--- src/design/mf3_pkg.sv ---
package mf3_pkg;

  // Sample and geometry limits
  localparam int CHANNEL_BITS = 8;
  localparam int MAX_WIDTH = 1024;
  localparam int MAX_HEIGHT = 4095;
  localparam int MIN_DIM = 3;

  localparam int COL_W = $clog2(MAX_WIDTH);
  localparam int WIDTH_W = COL_W + 1;
  localparam int ROW_W = 12;

  // Configuration port
  localparam int PADDR_W = 3;
  localparam int PDATA_W = 32;
  localparam logic [WIDTH_W-1:0] WIDTH_RESET = WIDTH_W'(640);
  localparam logic [ROW_W-1:0] HEIGHT_RESET = ROW_W'(480);

  typedef enum logic {
    REG_IMAGE_WIDTH = 1'b0,
    REG_IMAGE_HEIGHT = 1'b1
  } reg_idx_t;

  typedef logic [CHANNEL_BITS-1:0] chan_t;

  typedef struct packed {
    chan_t red;
    chan_t green;
    chan_t blue;
  } pix_t;

  typedef struct packed {
    chan_t in_red;
    chan_t in_green;
    chan_t in_blue;
  } in_item_t;

  typedef struct packed {
    logic [ROW_W-1:0] out_row;
    logic [COL_W-1:0] out_col;
    chan_t out_red;
    chan_t out_green;
    chan_t out_blue;
    logic frame_last;
  } out_item_t;

  // Effective frame geometry after clamping
  typedef struct packed {
    logic [WIDTH_W-1:0] width;
    logic [ROW_W-1:0] height;
  } geom_t;

  // Line buffer access for one item
  typedef struct packed {
    logic rd_en;
    logic [COL_W-1:0] rd_addr;
    logic wr_en;
    logic [COL_W-1:0] wr_addr;
  } lb_ctl_t;

  // Position data that travels alongside an item
  typedef struct packed {
    logic emit;
    logic [ROW_W-1:0] row;
    logic [COL_W-1:0] col;
    logic last;
  } meta_t;

endpackage

--- src/design/mf3_median.sv ---
module mf3_median
  import mf3_pkg::*;
(
  input  logic             clk,
  input  logic             en,
  input  logic [8:0][CHANNEL_BITS-1:0] win,
  output chan_t            med
);

  function automatic chan_t min2(chan_t a, chan_t b);
    return (a < b) ? a : b;
  endfunction

  function automatic chan_t max2(chan_t a, chan_t b);
    return (a > b) ? a : b;
  endfunction

  function automatic chan_t med3(chan_t a, chan_t b, chan_t c);
    return max2(min2(a, b), min2(max2(a, b), c));
  endfunction

  // Sorted rows: [row][0]=low, [1]=mid, [2]=high
  logic [2:0][2:0][CHANNEL_BITS-1:0] srt;
  logic [2:0][2:0][CHANNEL_BITS-1:0] srt_next;
  chan_t lo_max, mid_med, hi_min;

  // Sort each row of three
  always_comb begin
    for (int i = 0; i < 3; i++) begin
      srt_next[i][0] = min2(min2(win[3*i], win[3*i+1]), win[3*i+2]);
      srt_next[i][1] = med3(win[3*i], win[3*i+1], win[3*i+2]);
      srt_next[i][2] = max2(max2(win[3*i], win[3*i+1]), win[3*i+2]);
    end
  end

  always_ff @(posedge clk) begin
    if (en) srt <= srt_next;
  end

  // Combine: largest low, middle mid, smallest high
  assign lo_max = max2(max2(srt[0][0], srt[1][0]), srt[2][0]);
  assign mid_med = med3(srt[0][1], srt[1][1], srt[2][1]);
  assign hi_min = min2(min2(srt[0][2], srt[1][2]), srt[2][2]);

  always_ff @(posedge clk) begin
    if (en) med <= med3(lo_max, mid_med, hi_min);
  end

endmodule

--- config.mk ---
export PLATFORM = sky130hd
export DESIGN_NAME = mf3_median
export DESIGN_NICKNAME = d
export VERILOG_FILES = /design/src/design/mf3_pkg.sv /design/src/design/mf3_median.sv
export SDC_FILE = /design/constraint.sdc
export NUM_CORES = 1
export LEC_CHECK = 0
export ABC_AREA = 1
export BUFFER_PORTS_ARGS = -buffer_cell sky130_fd_sc_hd__buf_2
export CAP_MARGIN = 15
export CELL_PAD_IN_SITES_DETAIL_PLACEMENT = 0
export CELL_PAD_IN_SITES_GLOBAL_PLACEMENT = 1
export CORE_MARGIN = 2
export CORE_UTILIZATION = 41
export DETAILED_ROUTE_END_ITERATION = 10
export PLACE_DENSITY = 0.78
export SYNTH_ARGS = -nofsm -noshare
export SYNTH_HDL_FRONTEND = slang
export SYNTH_SLANG_ARGS = --single-unit
--- constraint.sdc ---
create_clock -name clk -period 8.34 [get_ports clk]
set_input_delay 0 -clock clk [delete_from_list [all_inputs] [get_ports clk]]
set_output_delay 0 -clock clk [all_outputs]
set_load 0.05 [all_outputs]
* Word level (Yosys, flattened, before mapping) *
Index checks and enable logic that the tools add are counted.

storage, ports and cells
  flip-flop bits (word level) = 80
  bits in latches = 0
  bits in writable memories = 0
  bits in read-only memories = 0
  input port bits = 74
  output and inout bits = 8
  logic and storage cells = 70
  memories kept = 0

operators by class
  add/sub/neg operators = 0
  multiply operators = 0
  divide/modulo/power cells = 0
  magnitude comparators = 30
  equality and inequality tests = 0
  shifts and indexed selects = 0
  muxes and demuxes = 30
  bitwise gates (word level) = 0
  reduce and logical (&&, ||, !) cells = 0

operators with widths
  kind          count
  $mux W8       30
  $gt A8 B8 Y1  15
  $lt A8 B8 Y1  15

* Depth between registers and ports, before layout *
Gate-level depths: netlist of the first run.

  depth after elaboration = 12
  depth in mapped cells = 67
  mapped depth without buffers = 65

* Worst setup path before layout of the first run *
OpenSTA, ideal clock, no wires.

  path type = reg2reg
  start point = register srt[15] in the netlist's numbering
  end point = register med[0], data pin
  data arrival time = 8.421 ns
  path slack = -0.211 ns
  stages on the path, launching flop included = 48
  cell sequence = edfxtp_1 ha_1 a21o_1 nor2_2 nand2_4 nand2_2 clkbuf_1 nand2_1 o21ai_0 ha_1 a21oi_1 nor2_1 a211oi_1 nand2_4 clkbuf_1 o21ai_0 ha_1 a21oi_1 (+12 left out) nand2_4 inv_2 o21ai_0 ha_1 a21oi_1 nor2_1 a211oi_2 nand2_4 nand2_2 nand2_1 ha_1 nand2_1 o21ai_0 nand2_1 a32oi_1 clkinv_1 or2_2 nand2_1

on the way
  cells in the longest elaborated chain, start to end = 12

RTL lines
  item                    line              text
  start, declared         mf3_median.sv:23  logic [2:0][2:0][CHANNEL_BITS-1:0] srt;
  start signal, assigned  mf3_median.sv:37  if (en) srt <= srt_next;
  $gt A8 B8 Y1            mf3_median.sv:15  return (a > b) ? a : b;
  $mux W8                 mf3_median.sv:15
  $lt A8 B8 Y1            mf3_median.sv:11  return (a < b) ? a : b;
  $mux W8                 mf3_median.sv:11
  $gt A8 B8 Y1            mf3_median.sv:15
  $mux W8 (*)             mf3_median.sv:15
  $gt A8 B8 Y1            mf3_median.sv:15
  $mux W8                 mf3_median.sv:15
  $lt A8 B8 Y1            mf3_median.sv:11
  $mux W8                 mf3_median.sv:11
  $gt A8 B8 Y1            mf3_median.sv:15
  $mux W8 (*)             mf3_median.sv:15
  end signal, assigned    mf3_median.sv:46  if (en) med <= med3(lo_max, mid_med, hi_min);
  end, declared           mf3_median.sv:7   output chan_t med

Mark *: on every way between the ends. The rest lies on a longest branch, timed or not.
A chain may end at the register's enable or synchronous reset.

* Worst setup path after layout of the first run *
  start point = register srt[39] in the netlist's numbering
  end point = register med[0], data pin

The elaborated chain is that of the path after synthesis.

==> impl_metrics.json, run 1 <==
{
  "coreArea_um2": 21690,
  "grt_pass1_wl_um": 38230,
  "postRouteWirelength_um": 23350,
  "min_period_ps": 7614,
  "slowest_delay_ps": 360,
  "rows": 54,
  "fillers": 2148,
  "synthesis.nets": 1499,
  "r2r_slack_ps": 730,
  "cts_buffers": 9,
  "wl_per_cell_um": 14.41,
  "yosys.area.top_type": "edfxtp_1",
  "startpoint_type": "flop",
  "hp-class": "in2reg",
  "cts_root_buffer": "clkbuf_16",
  "slew_violations": 0,
  "tightest_slew_ps": 1114,
  "critPathSlowestCell": "edfxtp_1",
  "worst-setup-path-type": "reg2reg",
  "portBuffers": 81,
  "dr.pass1.iters": 8,
  "clkTransAtPathRegs_ps": 60,
  "via_count": 8206,
  "final_hold_viol_count": 0,
  "cp.arrival_ps": 7830,
  "max_cap_viol_count": 0,
  "synth_seq_cells": 80,
  "grt_usage_pct": 20.35,
  "synthDistinctLibCells": 32,
  "start_util_pct": 41.45,
  "viasPerCell": 5.062,
  "required_ps": 8560,
  "cts_num_sinks": 80,
  "worstSkewPairLatency_ps": 350,
  "period_share_pct": 91.29,
  "worst-path-max-fanout": 18,
  "place_congestion": 0.8525,
  "grt_max_degree": 81,
  "drc": 0,
  "fin_nets": 1576,
  "clock.fmax_mhz": 131.3,
  "cp-end-kind": "flop",
  "seq_area_frac_synth_pct": 26.72,
  "ctsLongestPathBuffers": 2,
  "overflow": 0,
  "hold_ws_ps": 40.12,
  "avgSynthCellArea_um2": 7.135,
  "grt_pass1_vias": 7597,
  "synthCells": 1260,
  "synth_warnings": 0,
  "dp_hpwl_um": 19250,
  "num_antenna_cells": 0,
  "status": "finished, final reports clean",
  "ioPinCount": 82,
  "antenna_found_initial": 0,
  "synth_area_um2": 8990,
  "yosysTopAreaCellShare_pct": 26.72,
  "ant_nets": 0,
  "cts_htree_levels": 3,
  "synthTopCellsByArea": "edfxtp_1 27%, ha_1 23%, nand2_1 14%",
  "fin_worst_skew_ps": 4.360,
  "cp_common_cell": "nand2_1",
  "setup_violations": 0,
  "final_common_cell": "nand2_1",
  "drive_above_1_share_pct": 11.33,
  "layout_common_cells": "326 x nand2_1, 191 x o21ai_0, 183 x inv_1",
  "dieArea_um2": 23130,
  "drt-initial-drc-count": 539,
  "cts_tree": "yes",
  "die_w_um": 152.1,
  "relSlewSlack_pct": 25.74,
  "fp.dieH_um": 152.1,
  "area_delta_synth_final_pct": 12.62
}
through the flow:
stage	utilization, %	instances	area, um^2	setup WS, ps	TNS, ps
detailed placement	44.81	1602	9718	-4.762	-4.762
floorplan	-	1260	9002	85.16	0
CTS	46.42	1619	10070	8.333	0
global placement	44.81	1602	9718	173.1	0
finish	46.68	1621	10120	726.3	0
global route	46.68	1621	10120	-4.660	-4.660
synth_stat cells (all sizes together):
library cell,number
nor2,57
a32oi,2
a21oi,88
o31ai,4
o211ai,8
buf,2
clkinv,1
nand2,353
inv,187
o21bai,2
nand4,6
nand3b,2
and2,1
a211oi,11
or2,1
nor4,2
a21o,2
o21ai,213
o21a,4
ha,165
edfxtp,80
nand3,41
o221ai,3
clkbuf,25
routing by layer:
layer,track usage [%],routed length [um],share of wire [%]
met5,0,0,0
met4,4.183,269,1.2
met3,3.537,1022,4.4
met2,31.77,10130,43
met1,29.63,11940,51
flip-flops by register name, summed over array words and instances (netlist names):
signal / count
srt: 72
med: 8
kinds of logic (layout without fill, tap and decap cells):
family          count (synthesis)  count (layout)  synth area share (%)
simple gates                  463             463                 21.43
compound gates                337             337                 19.89
buf+inv                       215             296                 8.991
fa+ha+maj                     165             165                 22.96
flops                          80              80                 26.72
final timing paths:
path,start,to,cells after the start
hold reg to reg,srt[69],med[5],6
setup reg to reg,srt[39],med[0],49
setup / recovery,srt[39],med[0],49
hold / removal,win[40],srt[24],3
worst max-delay path: cells and delay by family (launching register included):
family	cells	cell delay, ps
buf+inv	4	430
compound gates	13	2060
fa+ha+maj	6	1730
flops	1	360
simple gates	26	2900
what timing repair did:
item,in CTS,in global routing
resized for setup,0,29
endpoints found under the setup margin,2,8
cloned,0,0
hold endpoints to repair,0,0
hold buffers,0,0
pin swaps,1,3
buffers inserted,2,1
cell type report:
| type | instances | area, um^2 | share of cell area [%] |
|---|---|---|---|
| clock inverter | 5 | 106.4 | 1.050 |
| multi-input combinational | 965 | 5833 | 57.61 |
| sequential | 80 | 2402 | 23.73 |
| clock buffer | 10 | 229.0 | 2.261 |
| timing repair buffer | 93 | 498.0 | 4.918 |
| inverter | 188 | 705.7 | 6.970 |
| tap | 280 | 350.3 | 3.460 |
Power of run 1 is left out: the tool's default activity adds up to more than one toggle a clock period on the data nets, which glitch-free logic cannot reach.
==> run 2, diff against run 1 <==
==> constraint.sdc (replaced) <==
create_clock -name clk -period 8.34 [get_ports clk]
set_input_delay 0.417 -clock clk [delete_from_list [all_inputs] [get_ports clk]]
set_output_delay 0.417 -clock clk [all_outputs]
set_load 0.05 [all_outputs]
==> impl_metrics.json, run 2 (synthesized netlist as in run 1, its figures left out) <==
{
  "grt_max_degree": 81,
  "drt-initial-drc-count": 535,
  "cts_htree_levels": 3,
  "fillers": 2242,
  "worst-path-max-fanout": 15,
  "final_common_cell": "nand2_1",
  "overflow": 0,
  "cp_common_cell": "nand2_1",
  "tightest_slew_ps": 1038,
  "dp_hpwl_um": 19340,
  "finish.instance_area_um2": 10110,
  "viasPerCell": 5.108,
  "max_cap_viol_count": 0,
  "coreArea_um2": 21690,
  "cts_buffers": 9,
  "final-seq-area_um2": 2402,
  "startpoint_type": "flop",
  "fin_nets": 1581,
  "hold_start": "win[64]",
  "min_period_ps": 7654,
  "status": "finished, final reports clean",
  "via_count": 8310,
  "rr_worst_depth": 50,
  "relSlewSlack_pct": 30.77,
  "rows": 54,
  "dr.pass1.iters": 7,
  "area_delta_synth_final_pct": 12.44,
  "clock.fmax_mhz": 130.7,
  "rsz0062_at_grt": "false",
  "cts_num_sinks": 80,
  "multi_input_area_um2": 5824,
  "die_w_um": 152.1,
  "num_antenna_cells": 0,
  "postRouteWirelength_um": 23450,
  "hp-class": "in2reg",
  "ctsLongestPathBuffers": 2,
  "ant_nets": 0,
  "grt_usage_pct": 20.34,
  "place_congestion": 0.8519,
  "r2r_end": "med[0]",
  "grt_pass1_wl_um": 38190,
  "worstSkewPairLatency_ps": 350,
  "top_regs": "srt: 72 flops, med: 8 flops",
  "portBuffers": 81,
  "grt_pass1_vias": 7586,
  "antenna_found_initial": 0,
  "largest-register": "srt",
  "wl_per_cell_um": 14.41,
  "fin_worst_skew_ps": 6.153,
  "start_util_pct": 41.45,
  "largest_reg_flops": 72,
  "clkTransAtPathRegs_ps": 60,
  "worst-setup-path-type": "reg2reg",
  "slew_violations": 0,
  "dieArea_um2": 23130,
  "critPathSlowestCell": "edfxtp_1",
  "cp.arrival_ps": 7870,
  "hold_depth": 3,
  "slowest_delay_ps": 420,
  "cp-end-kind": "flop",
  "min_to": "srt[48]",
  "r2r_slack_ps": 690,
  "required_ps": 8560,
  "fp.dieH_um": 152.1,
  "layout_common_cells": "326 x nand2_1, 197 x o21ai_0, 183 x inv_1",
  "setup_violations": 0,
  "cts_tree": "yes",
  "cts_root_buffer": "clkbuf_16",
  "drive_above_1_share_pct": 11.51,
  "r2r-start": "srt[35]",
  "ioPinCount": 82,
  "period_share_pct": 91.77,
  "placed_cell_area_um2": 9726,
  "drc": 0,
  "final_hold_viol_count": 0
}
-- run 2: critical path: cells and delay by family, from the launching register on --
kind	cells	cell delay (ps)
buffers and inverters	7	680
adders and majority gates	6	1720
AOI/OAI and AO/OA	13	2320
and+or+nand+nor	24	2360
DFF	1	420
-- run 2: cell type report --
type / count / area share [%]
Sequential cell: 80 / 23.77
Multi-Input combinational cell: 965 / 57.62
Tap cell: 280 / 3.466
Inverter: 188 / 6.981
Timing Repair Buffer: 98 / 5.298
Clock inverter: 5 / 0.5694
Clock buffer: 11 / 2.302
-- run 2: metrics by stage --
step | worst slack, ps | setup TNS (ps) | hold WS, ps | cells | util (%)
5_1_grt | 2.133 | 0 | 457.7 | 1627 | 46.61
3_5_place_dp | -28.82 | -28.82 | 798.4 | 1603 | 44.84
3_3_place_gp | 186.6 | 0 | 790.9 | 1603 | 44.84
4_1_cts | 25.30 | 0 | 427.5 | 1622 | 46.28
2_1_floorplan | 85.16 | 0 | 529.5 | 1260 | -
6_report | 686.1 | 0 | 441.4 | 1627 | 46.61
-- run 2: worst max path at each step --
stage,from,endpoint,slack [ps],depth (start not counted)
after global routing,srt[33],med[0],2,56
final,srt[35],med[0],690,50
after CTS,srt[15],med[0],30,46
after detailed placement,srt[15],med[0],-30,45
after floorplan,srt[15],med[0],90,47
after global placement,srt[39],med[0],190,46
-- run 2: layer usage --
layer,global-route usage (%),part of all wire (%),vias up
met5,0,0,-
met4,5.518,1.6,0
met3,3.594,4.6,23
met2,31.27,43,158
met1,29.42,51,3699
li1,-,-,4430
-- run 2: what timing repair did --
| item | 4_1_cts | 5_1_grt |
|---|---|---|
| hold buffers | 0 | 0 |
| setup buffers | 3 | 3 |
| pin swaps | 1 | 3 |
| endpoints found under the setup margin | 2 | 8 |
| gates resized for setup | 0 | 21 |
Power of run 2 is left out for the same reason.
