**config.mk**
```make
export PLATFORM = sky130hd
export DESIGN_NAME = mf3_cfg
export DESIGN_NICKNAME = d
export VERILOG_FILES = /design/src/design/mf3_pkg.sv /design/src/design/mf3_cfg.sv
export SDC_FILE = /design/constraint.sdc
export NUM_CORES = 1
export LEC_CHECK = 0
export BUFFER_PORTS_ARGS = -buffer_cell sky130_fd_sc_hd__buf_2
export CAP_MARGIN = 20
export CORE_ASPECT_RATIO = 1.5
export CORE_UTILIZATION = 30
export DETAILED_ROUTE_END_ITERATION = 6
export HOLD_SLACK_MARGIN = 0.15
export PLACE_DENSITY = 0.68
export SYNTH_ARGS = -nofsm -noshare
export SYNTH_HDL_FRONTEND = slang
export SYNTH_SLANG_ARGS = --single-unit
export TNS_END_PERCENT = 1
```
**constraint.sdc**
```tcl
create_clock -name clk -period 0.83 [get_ports clk]
set_clock_uncertainty 0.05 [all_clocks]
set_input_delay 0.083 -clock clk [delete_from_list [all_inputs] [get_ports clk]]
set_output_delay 0.083 -clock clk [all_outputs]
set_load 0.05 [all_outputs]
```
**src/design/mf3_pkg.sv**
```systemverilog
package mf3_pkg;

  // Sample and geometry limits
  localparam int CHANNEL_BITS = 8;
  localparam int MAX_WIDTH = 1024;
  localparam int MAX_HEIGHT = 4095;
  localparam int MIN_DIM = 3;

  localparam int COL_W = $clog2(MAX_WIDTH);
  localparam int WIDTH_W = COL_W + 1;
  localparam int ROW_W = 12;

  // Configuration port
  localparam int PADDR_W = 3;
  localparam int PDATA_W = 32;
  localparam logic [WIDTH_W-1:0] WIDTH_RESET = WIDTH_W'(640);
  localparam logic [ROW_W-1:0] HEIGHT_RESET = ROW_W'(480);

  typedef enum logic {
    REG_IMAGE_WIDTH = 1'b0,
    REG_IMAGE_HEIGHT = 1'b1
  } reg_idx_t;

  typedef logic [CHANNEL_BITS-1:0] chan_t;

  typedef struct packed {
    chan_t red;
    chan_t green;
    chan_t blue;
  } pix_t;

  typedef struct packed {
    chan_t in_red;
    chan_t in_green;
    chan_t in_blue;
  } in_item_t;

  typedef struct packed {
    logic [ROW_W-1:0] out_row;
    logic [COL_W-1:0] out_col;
    chan_t out_red;
    chan_t out_green;
    chan_t out_blue;
    logic frame_last;
  } out_item_t;

  // Effective frame geometry after clamping
  typedef struct packed {
    logic [WIDTH_W-1:0] width;
    logic [ROW_W-1:0] height;
  } geom_t;

  // Line buffer access for one item
  typedef struct packed {
    logic rd_en;
    logic [COL_W-1:0] rd_addr;
    logic wr_en;
    logic [COL_W-1:0] wr_addr;
  } lb_ctl_t;

  // Position data that travels alongside an item
  typedef struct packed {
    logic emit;
    logic [ROW_W-1:0] row;
    logic [COL_W-1:0] col;
    logic last;
  } meta_t;

endpackage

```
**src/design/mf3_cfg.sv**
```systemverilog
module mf3_cfg
  import mf3_pkg::*;
(
  input  logic               clk,
  input  logic               rst,
  input  logic               psel,
  input  logic               penable,
  input  logic               pwrite,
  input  logic [PADDR_W-1:0] paddr,
  input  logic [PDATA_W-1:0] pwdata,
  output logic [PDATA_W-1:0] prdata,
  output logic               pready,
  output geom_t              geom
);

  logic [WIDTH_W-1:0] image_width;
  logic [ROW_W-1:0]   image_height;
  reg_idx_t           idx;
  logic               wr;

  assign idx = reg_idx_t'(paddr[2]);
  assign wr = psel && penable && pwrite;
  assign pready = 1'b1;

  // Write registers
  always_ff @(posedge clk) begin
    if (rst) begin
      image_width <= WIDTH_RESET;
      image_height <= HEIGHT_RESET;
    end else if (wr) begin
      unique case (idx)
        REG_IMAGE_WIDTH:  image_width <= pwdata[WIDTH_W-1:0];
        REG_IMAGE_HEIGHT: image_height <= pwdata[ROW_W-1:0];
      endcase
    end
  end

  // Read back
  always_comb begin
    unique case (idx)
      REG_IMAGE_WIDTH:  prdata = PDATA_W'(image_width);
      REG_IMAGE_HEIGHT: prdata = PDATA_W'(image_height);
    endcase
  end

  // Clamp geometry to the supported range
  always_comb begin
    priority if (image_width < WIDTH_W'(MIN_DIM)) geom.width = WIDTH_W'(MIN_DIM);
    else if (image_width > WIDTH_W'(MAX_WIDTH)) geom.width = WIDTH_W'(MAX_WIDTH);
    else geom.width = image_width;

    priority if (image_height < ROW_W'(MIN_DIM)) geom.height = ROW_W'(MIN_DIM);
    else if (image_height > ROW_W'(MAX_HEIGHT)) geom.height = ROW_W'(MAX_HEIGHT);
    else geom.height = image_height;
  end

endmodule

```
# Word-level counts from Yosys, hierarchy flattened

Index checks and enable logic that the tools add are counted.

Bits in registers: 23
Output and inout bits: 56
Logic and storage cells: 16

Order comparisons: 4
Multiplexer cells: 5
Bitwise operators: 1
Reductions and logical operators: 4

Operators by type and width:

| cell                   | number |
|---|---|
| $pmux W32 S2           | 1 |
| $mux W12               | 2 |
| $mux W11               | 2 |
| $gt A12 B12 Y1 const B | 1 |
| $lt A12 B2 Y1 const B  | 1 |
| $gt A11 B11 Y1 const B | 1 |
| $lt A11 B2 Y1 const B  | 1 |
| $reduce_and A2 Y1      | 2 |
| $logic_and A1 B1 Y1    | 2 |
| $not A1 Y1             | 1 |

# Logic depth before layout (Yosys ltp)

Gate-level depths: netlist (run 1).

Depth after elaboration: 3
Depth in mapped cells: 4
Gate-level depth less buffers: 3

# Least setup slack after synthesis (run 1)

No wires, ideal clock.

Kind: reg2out
Start: register image_width[2]
End: output geom[12] (netlist name)
Data arrival time: 1.391 ns
Required time: 0.697 ns
Setup slack: -0.694 ns
Cell stages (with the launch flop): 4
Path buffers: 0
Cell sequence: dfxtp_1 nor4_1 a21oi_1 nor2_1

RTL lines:

| item                   | RTL line      | text |
|---|---|---|
| start, declared        | mf3_cfg.sv:16 | `logic [WIDTH_W-1:0] image_width;` |
| start signal, assigned | mf3_cfg.sv:32 | `REG_IMAGE_WIDTH: image_width <= pwdata[WIDTH_W-1:0];` |
| end, declared          | mf3_cfg.sv:13 | `output geom_t geom` |

==> results.sh, run 1 <==
export IMPL_grt_remaining_overflow=0
export IMPL_power_density_nw_per_um2=1170
export IMPL_max_freq_mhz=683
export IMPL_htree_levels=1
export IMPL_swShare=0.351
export IMPL_numCtsBuffers=3
export IMPL_peakVddDrop_mv=0.603
export IMPL_antenna_found_initial=0
export IMPL_synth_area_leader_cell="dfxtp_1"
export IMPL_ios=96
export IMPL_synthXorXnorAreaFrac=0
export IMPL_crit_start="image_width[9]$_SDFFE_PP1P_"
export IMPL_synth_top_family_by_area="simple AND/OR/NAND/NOR gates"
export IMPL_wl_per_cell_um=13.6
export IMPL_status="complete, but fails checks"
export IMPL_synthAdderAreaFrac=0
export IMPL_setup_viol=37
export IMPL_grt_pass1_wl_mm=5.73
export IMPL_worst_slack_ps=-634
export IMPL_leakage_nw=1.00
export IMPL_avgSynthCellArea_sq_um=7.63
export IMPL_hp_class="in2reg"
export IMPL_final_layout_size_suffix_gt1_frac=0.627
export IMPL_final_hold_viol_count=0
export IMPL_startpoint_type="flop"
export IMPL_root_buffer="clkbuf_8"
export IMPL_ant_nets=0
export IMPL_yosys_most_used_dff="dfxtp_1"
export IMPL_cts_tree="done"
export IMPL_initialDrtViolationCount=19
export IMPL_setup_worst_path_class="reg2out"
export IMPL_route_detailed_drc=0
export IMPL_drv_cap=0
export IMPL_hp_start="pwdata[7]"
export IMPL_critPathRequiredTime_ps=700
export IMPL_slowest_delay_ps=350
export IMPL_die_y_um=82.3
export IMPL_ys_warnings_count=0
export IMPL_period_share=1.76
export IMPL_vias=1367
export IMPL_rsz0062_at_grt="true"
export IMPL_cp_slowest_cell="nor4_4"
export IMPL_p_int_mw=1.75
export IMPL_pre_cts_slack_ps=-482
export IMPL_yosys_area_top_type_share=0.357
export IMPL_regToRegStartpoint="image_width[9]$_SDFFE_PP1P_"
export IMPL_synth_edf_count=0
export IMPL_dpl_cell_area_sq_um=1730
export IMPL_diodes=0
export IMPL_cts_hold_buf=11
export IMPL_synth_seq_cells=23
export IMPL_fin_crit_ps=1460
export IMPL_switching_power_mw=0.944
export IMPL_power_frac_seq=0.427
export IMPL_synthCells=169
export IMPL_pwr_share_comb=0.317
export IMPL_ys_async_sr_fraction=0
export IMPL_synth_area_top_cells="dfxtp_1 (36%), buf_4 (13%), nand2_1 (9.9%)"
export IMPL_dr_pass1_iters=5
export IMPL_hold_depth=3
export IMPL_die_w_um=55.5
export IMPL_synth_mux_area_frac=0.0961
export IMPL_place_congestion=0.797
export IMPL_cp_end_kind="output port"
export IMPL_finalMaxSlewViolations=0
export IMPL_yosys_area_share_simple=0.271
export IMPL_track_usage=0.161
export IMPL_path_cells="nor4_4 > a21oi_2 > nor2_4 > buf_6"
export IMPL_rows=28
export IMPL_dieArea_sq_um=4570
export IMPL_syn2layout_area_growth_pct=79.2
export IMPL_cts_buffer_depth=2
export IMPL_nets=285
export IMPL_synth_area_sq_um=1290
export IMPL_fillers=335
export IMPL_dp_final_hpwl_mm=2.64
export IMPL_via_per_inst=4.73
export IMPL_wirelength_mm=3.94
export IMPL_clk_latency_ps=260
export IMPL_violations="setup timing"
export IMPL_r2r_cells=3
export IMPL_p_clk_frac=0.256
export IMPL_grt_start_max_net_pins=19
export IMPL_path_max_fanout=2
export IMPL_synth_compound_area_share=0.0816
export IMPL_initial_core_util=0.320
export IMPL_clkSlewWorstSetupHoldPaths_ps=80
export IMPL_ys_types=21
export IMPL_grt_pass1_vias=1206
export IMPL_yosysSeqAreaShare=0.357
export IMPL_io_buffers=52
export IMPL_finalPower_mw=2.69
export IMPL_cts_num_sinks=23
export IMPL_worstPathArrival_ps=1330
export IMPL_fin_area_sq_um=2310
export IMPL_coreArea_sq_um=4030
## state kept, by name (all words and copies together) (netlist names)
name	cells
image_height	12
image_width	11
## placed cells by master, fill, tap and decap left out, types with 2 or more instances in the layout
| master | n |
|---|---|
| dfxtp_1 | 3 |
| conb_1 | 21 |
| nor3_1 | 3 |
| buf_8 | 7 |
| buf_12 | 3 |
| buf_4 | 21 |
| dlygate4sd3_1 | 9 |
| dfxtp_4 | 2 |
| a21oi_1 | 15 |
| mux2_2 | 11 |
| buf_6 | 31 |
| dfxtp_2 | 18 |
| nor2b_2 | 4 |
| nor2_4 | 2 |
| nor4_4 | 3 |
| nor3_2 | 7 |
| buf_2 | 21 |
| clkbuf_8 | 3 |
| a21oi_2 | 6 |
| nand2_1 | 33 |
| nor2_1 | 6 |
| nor2b_4 | 4 |
## cell usage after synthesis, types with 2 or more instances
master / count
nand2_1: 34
dfxtp_1: 23
buf_4: 22
a21oi_1: 21
clkbuf_1: 14
mux2_2: 11
nor3_1: 10
nor2_1: 8
nor2b_1: 8
nor4_1: 4
buf_2: 2
conb_1: 2
nand2b_1: 2
## worst max-delay path, delay by kind of cell, from the launching register on
family,cells,cell delay (ps)
AOI/OAI and AO/OA,1,120
DFF,1,340
buffers and inverters,1,160
and+or+nand+nor,2,450
## power by group through the flow
stage,sequential [mW],combinational (mW),clock (mW)
2_1_floorplan,1.17,0.593,0
3_5_place_dp,1.17,0.701,0
4_1_cts,1.15,0.781,0.710
5_1_grt,1.15,0.895,0.756
6_report,1.15,0.854,0.689
3_3_place_gp,1.17,0.697,0
## path summary, 6_finish.rpt
path	endpoint	slack, ps
min	image_width[7]$_SDFFE_PP1P_	40
max	geom[13]	-630
max reg2reg	image_width[9]$_SDFFE_PP1P_	-70
min reg2reg	image_height[0]$_SDFFE_PP0P_	430
## area by class of cell
class,instances,area (sq um),area share
Timing Repair Buffer,92,867,0.375
Clock inverter,1,5.00,0.00217
Clock buffer,3,41.3,0.0179
Multi-Input combinational cell,125,850,0.368
Tap cell,45,56.3,0.0244
Sequential cell,23,490,0.212
## stage by stage
stage | cells | util | setup TNS (ps) | hold slack [ps]
floorplan | 188 | - | -5420 | 160
global placement | 274 | 0.430 | -9940 | 287
detailed placement | 274 | 0.430 | -10390 | 280
CTS | 289 | 0.498 | -15400 | 39.4
global route | 289 | 0.573 | -14430 | 46.7
finish | 289 | 0.573 | -12930 | 39.8
## metal layers
| layer | up-vias | GRT usage | share of wire |
|---|---|---|---|
| met5 | - | 0 | 0 |
| met4 | 0 | 0.0550 | 0.013 |
| met3 | 6 | 0.0218 | 0.041 |
| met2 | 53 | 0.304 | 0.57 |
| met1 | 650 | 0.188 | 0.38 |
| li1 | 658 | - | - |
## cells by family (layout without fill, tap and decap cells)
logic type             Yosys count  after routing
AND/OR/NAND/NOR                 72             72
buffers and inverters           40             96
flip-flops                      23             23
AO/OA/AOI/OAI                   21             21
multiplexers                    11             11
other                            2             21
## what timing repair did
action,CTS,global route
resized for setup,37,116
pin swaps,5,13
setup buffers,0,0
endpoints found under the hold margin,23,4
setup endpoints to repair,50,52
Power figures use the tool's default switching activity.
==> run 2: changes to the inputs <==
--- a/config.mk
+++ b/config.mk
@@ -10,9 +10,10 @@
 export CORE_ASPECT_RATIO = 1.5
 export CORE_UTILIZATION = 30
 export DETAILED_ROUTE_END_ITERATION = 6
+export GPL_TIMING_DRIVEN = 0
 export HOLD_SLACK_MARGIN = 0.15
 export PLACE_DENSITY = 0.68
 export SYNTH_ARGS = -nofsm -noshare
 export SYNTH_HDL_FRONTEND = slang
 export SYNTH_SLANG_ARGS = --single-unit
-export TNS_END_PERCENT = 1
+export TNS_END_PERCENT = 10
==> results.sh, run 2 (synthesized netlist as in run 1, its figures left out) <==
export IMPL_syn2layout_area_growth_pct=82.9
export IMPL_reg_top3="image_height x12, image_width x11"
export IMPL_root_buffer="clkbuf_8"
export IMPL_final_layout_size_suffix_gt1_frac=0.579
export IMPL_path_max_fanout=2
export IMPL_track_usage=0.166
export IMPL_fillers=348
export IMPL_fin_area_sq_um=2360
export IMPL_worst_slack_ps=-660
export IMPL_final_common_cell="buf_6"
export IMPL_dp_final_hpwl_mm=2.50
export IMPL_slew_headroom=0.635
export IMPL_dieArea_sq_um=4570
export IMPL_cts_hold_buf=11
export IMPL_initialDrtViolationCount=28
export IMPL_violations="setup timing"
export IMPL_die_y_um=82.3
export IMPL_period_share=1.79
export IMPL_io_buffers=51
export IMPL_final_cell_mix="buf_6 (35), nand2_1 (33), buf_4 (29), conb_1 (21), buf_2 (20)"
export IMPL_dr_pass1_iters=4
export IMPL_die_w_um=55.5
export IMPL_power_density_nw_per_um2=1150
export IMPL_dpl_cell_area_sq_um=1750
export IMPL_rsz0062_at_grt="true"
export IMPL_route_detailed_drc=0
export IMPL_initial_core_util=0.320
export IMPL_hp_class="in2reg"
export IMPL_ant_nets=0
export IMPL_startpoint_type="flop"
export IMPL_final_hold_viol_count=0
export IMPL_status="complete, but fails checks"
export IMPL_max_freq_mhz=671
export IMPL_grt_pass1_vias=1347
export IMPL_place_congestion=0.781
export IMPL_seq_area_sq_um=515
export IMPL_leakage_nw=1.06
export IMPL_via_per_inst=4.54
export IMPL_numCtsBuffers=3
export IMPL_clkSlewWorstSetupHoldPaths_ps=80
export IMPL_setup_worst_path_class="reg2out"
export IMPL_htree_levels=1
export IMPL_ios=96
export IMPL_grt_start_max_net_pins=14
export IMPL_cts_num_sinks=23
export IMPL_nets=302
export IMPL_peakVddDrop_mv=0.808
export IMPL_fin_crit_ps=1490
export IMPL_grt_remaining_overflow=0
export IMPL_hp_start="pwdata[7]"
export IMPL_setup_viol=40
export IMPL_drv_cap=0
export IMPL_cts_buffer_depth=2
export IMPL_multiInputGateArea_sq_um=821
export IMPL_largest_reg_flops=12
export IMPL_worstPathArrival_ps=1360
export IMPL_top_register="image_height"
export IMPL_critPathRequiredTime_ps=700
export IMPL_diodes=0
export IMPL_crit_start="image_width[3]$_SDFFE_PP0P_"
export IMPL_vias=1390
export IMPL_finalPower_mw=2.70
export IMPL_grt_pass1_wl_mm=5.96
export IMPL_antenna_found_initial=0
export IMPL_wirelength_mm=3.95
export IMPL_setup_tns_ps=-12750
export IMPL_rows=28
export IMPL_tightest_slew_ps=548
export IMPL_finalMaxSlewViolations=0
export IMPL_regToRegStartpoint="image_width[3]$_SDFFE_PP0P_"
export IMPL_clk_latency_ps=260
export IMPL_cts_tree="done"
export IMPL_wl_per_cell_um=12.9
export IMPL_coreArea_sq_um=4030
export IMPL_cp_end_kind="output port"
## run 2: changes by cell type in the layout (fill, tap and decap cells not counted), sizes merged
cell | before | now
buf | 83 | 88
clkbuf | 3 | 15
## run 2: path summary, 6_finish.rpt
path | end | depth (start not counted) | slack, ps
setup reg to reg | image_width[3]$_SDFFE_PP0P_ | 3 | -50
hold / removal | image_width[7]$_SDFFE_PP1P_ | 3 | 40
hold reg to reg | image_width[0]$_SDFFE_PP0P_ | 2 | 420
setup / recovery | geom[13] | 4 | -660
## run 2: through the flow
step           utilization  cells  hold WS (ps)  setup slack [ps]
2_1_floorplan            -    188           160              -337
3_3_place_gp         0.435    284           269              -540
3_5_place_dp         0.435    284           274              -556
4_1_cts              0.559    300          45.1              -633
5_1_grt              0.585    306          95.4              -706
6_report             0.585    306          41.5              -660
## run 2: worst max-delay path: stages (launching register included)
cell	delay (ps)
dfxtp_4	360
nor4_4	360
a21oi_2	120
nor2_4	100
buf_6	160
## run 2: timing repair
action                                  4_1_cts  5_1_grt
setup buffers                                 1        5
hold endpoints to repair                     23        3
resized for setup                           109       23
pin swaps                                     8        3
endpoints found under the setup margin       36       55
gates cloned                                  0        1
## run 2: power breakdown
group | internal (mW) | leakage [nW] | switching [mW] | total (mW)
logic | 0.321 | 0.838 | 0.559 | 0.880
registers | 1.10 | 0.195 | 0.0326 | 1.13
clock network | 0.335 | 0.0255 | 0.352 | 0.687
## run 2: final cells by class
type / count / share of cell area
Buffer: 40 / 0.117
Tap cell: 45 / 0.0239
Sequential cell: 23 / 0.219
Clock buffer: 3 / 0.0175
Clock inverter: 1 / 0.00212
Multi-Input combinational cell: 125 / 0.348
Timing Repair Buffer: 69 / 0.272
## run 2: layer usage
metal / share of wire / global-route usage / vias to the layer above
met1: 0.38 / 0.183 / 629
li1: - / - / 696
met4: 0.032 / 0.0675 / 0
met2: 0.54 / 0.327 / 55
met3: 0.046 / 0.0125 / 10
met5: 0 / 0 / -
==> run 3: changes to the inputs <==
--- a/config.mk
+++ b/config.mk
@@ -13,6 +13,7 @@
 export GPL_TIMING_DRIVEN = 0
 export HOLD_SLACK_MARGIN = 0.15
 export PLACE_DENSITY = 0.68
+export RECOVER_POWER = 25
 export SYNTH_ARGS = -nofsm -noshare
 export SYNTH_HDL_FRONTEND = slang
 export SYNTH_SLANG_ARGS = --single-unit
==> results.sh, run 3 (synthesized netlist as in run 1, its figures left out) <==
export IMPL_antenna_found_initial=0
export IMPL_grt_pass1_vias=1347
export IMPL_hold_depth=3
export IMPL_swShare=0.349
export IMPL_grt_start_max_net_pins=14
export IMPL_wirelength_mm=3.95
export IMPL_die_w_um=55.5
export IMPL_fin_area_sq_um=2360
export IMPL_grt_remaining_overflow=0
export IMPL_top_register="image_height"
export IMPL_critPathRequiredTime_ps=700
export IMPL_hold_end="image_width[7]$_SDFFE_PP1P_"
export IMPL_nets=302
export IMPL_path_max_fanout=2
export IMPL_worst_slack_ps=-660
export IMPL_initial_core_util=0.320
export IMPL_max_freq_mhz=671
export IMPL_ant_nets=0
export IMPL_syn2layout_area_growth_pct=82.8
export IMPL_clk_latency_ps=260
export IMPL_initialDrtViolationCount=28
export IMPL_final_common_cell="buf_6"
export IMPL_fillers=349
export IMPL_pwr_share_comb=0.326
export IMPL_wl_per_cell_um=12.9
export IMPL_coreArea_sq_um=4030
export IMPL_finalMaxSlewViolations=0
export IMPL_peakVddDrop_mv=0.808
export IMPL_final_layout_size_suffix_gt1_frac=0.575
export IMPL_violations="setup timing"
export IMPL_hp_class="in2reg"
export IMPL_leakage_nw=1.06
export IMPL_switching_power_mw=0.943
export IMPL_p_int_mw=1.76
export IMPL_root_buffer="clkbuf_8"
export IMPL_fin_crit_ps=1490
export IMPL_clkSlewWorstSetupHoldPaths_ps=80
export IMPL_hp_start="pwdata[7]"
export IMPL_holdWs_ps=41.5
export IMPL_final_util=0.585
export IMPL_regToRegSetupSlack_ps=-50
export IMPL_multiInputGateArea_sq_um=821
export IMPL_grt_pass1_wl_mm=5.96
export IMPL_startpoint_type="flop"
export IMPL_via_per_inst=4.54
export IMPL_cts_tree="done"
export IMPL_dp_final_hpwl_mm=2.50
export IMPL_cts_hold_buf=11
export IMPL_largest_reg_flops=12
export IMPL_power_density_nw_per_um2=1150
export IMPL_pre_cts_slack_ps=-556
export IMPL_p_clk_frac=0.254
export IMPL_cts_num_sinks=23
export IMPL_finalPower_mw=2.70
export IMPL_io_buffers=51
export IMPL_diodes=0
export IMPL_rsz0062_at_grt="true"
export IMPL_cts_buffer_depth=2
export IMPL_place_congestion=0.781
export IMPL_reg_top3="image_height x12, image_width x11"
export IMPL_regToRegStartpoint="image_width[3]$_SDFFE_PP0P_"
export IMPL_seq_area_sq_um=515
export IMPL_die_y_um=82.3
export IMPL_status="complete, but fails checks"
export IMPL_final_cell_mix="buf_6 (35), nand2_1 (33), buf_4 (29), conb_1 (21), buf_2 (19)"
export IMPL_fin_cells=306
export IMPL_route_detailed_drc=0
export IMPL_setup_tns_ps=-12750
export IMPL_dr_pass1_iters=4
export IMPL_tightest_slew_ps=548
export IMPL_worstPathArrival_ps=1360
export IMPL_numCtsBuffers=3
export IMPL_dp_cells=284
export IMPL_dpl_cell_area_sq_um=1750
export IMPL_vias=1390
export IMPL_track_usage=0.166
export IMPL_power_frac_seq=0.420
export IMPL_drv_cap=0
export IMPL_htree_levels=1
export IMPL_setup_viol=40
export IMPL_period_share=1.79
export IMPL_timing_rr_end="image_width[3]$_SDFFE_PP0P_"
export IMPL_dieArea_sq_um=4570
export IMPL_slew_headroom=0.635
export IMPL_rows=28
export IMPL_ios=96
export IMPL_r2r_cells=3
export IMPL_final_hold_viol_count=0
export IMPL_cp_end_kind="output port"
export IMPL_setup_worst_path_class="reg2out"
run 3: cell types whose count changed in the layout (fill, tap and decap cells not counted), sizes merged:
cell    change
buf         -1
clkbuf      +1
run 3: metal layers:
layer,track usage,vias up,part of all wire
met5,0,-,0
met4,0.0675,0,0.032
met3,0.0125,10,0.046
met2,0.327,55,0.54
met1,0.183,629,0.38
li1,-,696,-
run 3: worst max path at each step:
stage | endpoint | startpoint | slack, ps | cells after the start
3_5_place_dp | geom[0] | image_height[5]$_SDFFE_PP1P_ | -560 | 4
4_1_cts | geom[12] | image_width[3]$_SDFFE_PP0P_ | -630 | 4
6_report | geom[13] | image_width[3]$_SDFFE_PP0P_ | -660 | 4
2_1_floorplan | geom[12] | image_width[9]$_SDFFE_PP1P_ | -340 | 3
3_3_place_gp | geom[1] | image_height[5]$_SDFFE_PP1P_ | -540 | 4
5_1_grt | geom[13] | image_width[3]$_SDFFE_PP0P_ | -710 | 4
run 3: worst max-delay path, cell delays in order, from the launching register on:
cell	delay (ps)
dfxtp_4	360
nor4_4	360
a21oi_2	120
nor2_4	100
buf_6	160
run 3: power groups by stage:
stage               Combinational [mW]  Clock, mW  Sequential [mW]
finish                           0.879      0.687             1.13
detailed placement               0.722          0             1.18
global placement                 0.719          0             1.18
global route                     0.922      0.742             1.14
CTS                              0.847      0.700             1.14
floorplan                        0.597          0             1.17
run 3: area by class of cell:
class                   count  area share
well taps                  45      0.0239
clock buffers               3      0.0175
plain buffers              40       0.117
flip-flops and latches     23       0.219
repair buffers             69       0.272
clock inverters             1     0.00212
multi-input cells         125       0.348
run 3: what timing repair did:
| item | in CTS | in global routing |
|---|---|---|
| setup buffers | 1 | 5 |
| hold endpoints to repair | 23 | 3 |
| cloned | 0 | 1 |
| resized for setup | 109 | 23 |
| pin swaps | 8 | 3 |
| endpoints found under the setup margin | 36 | 55 |
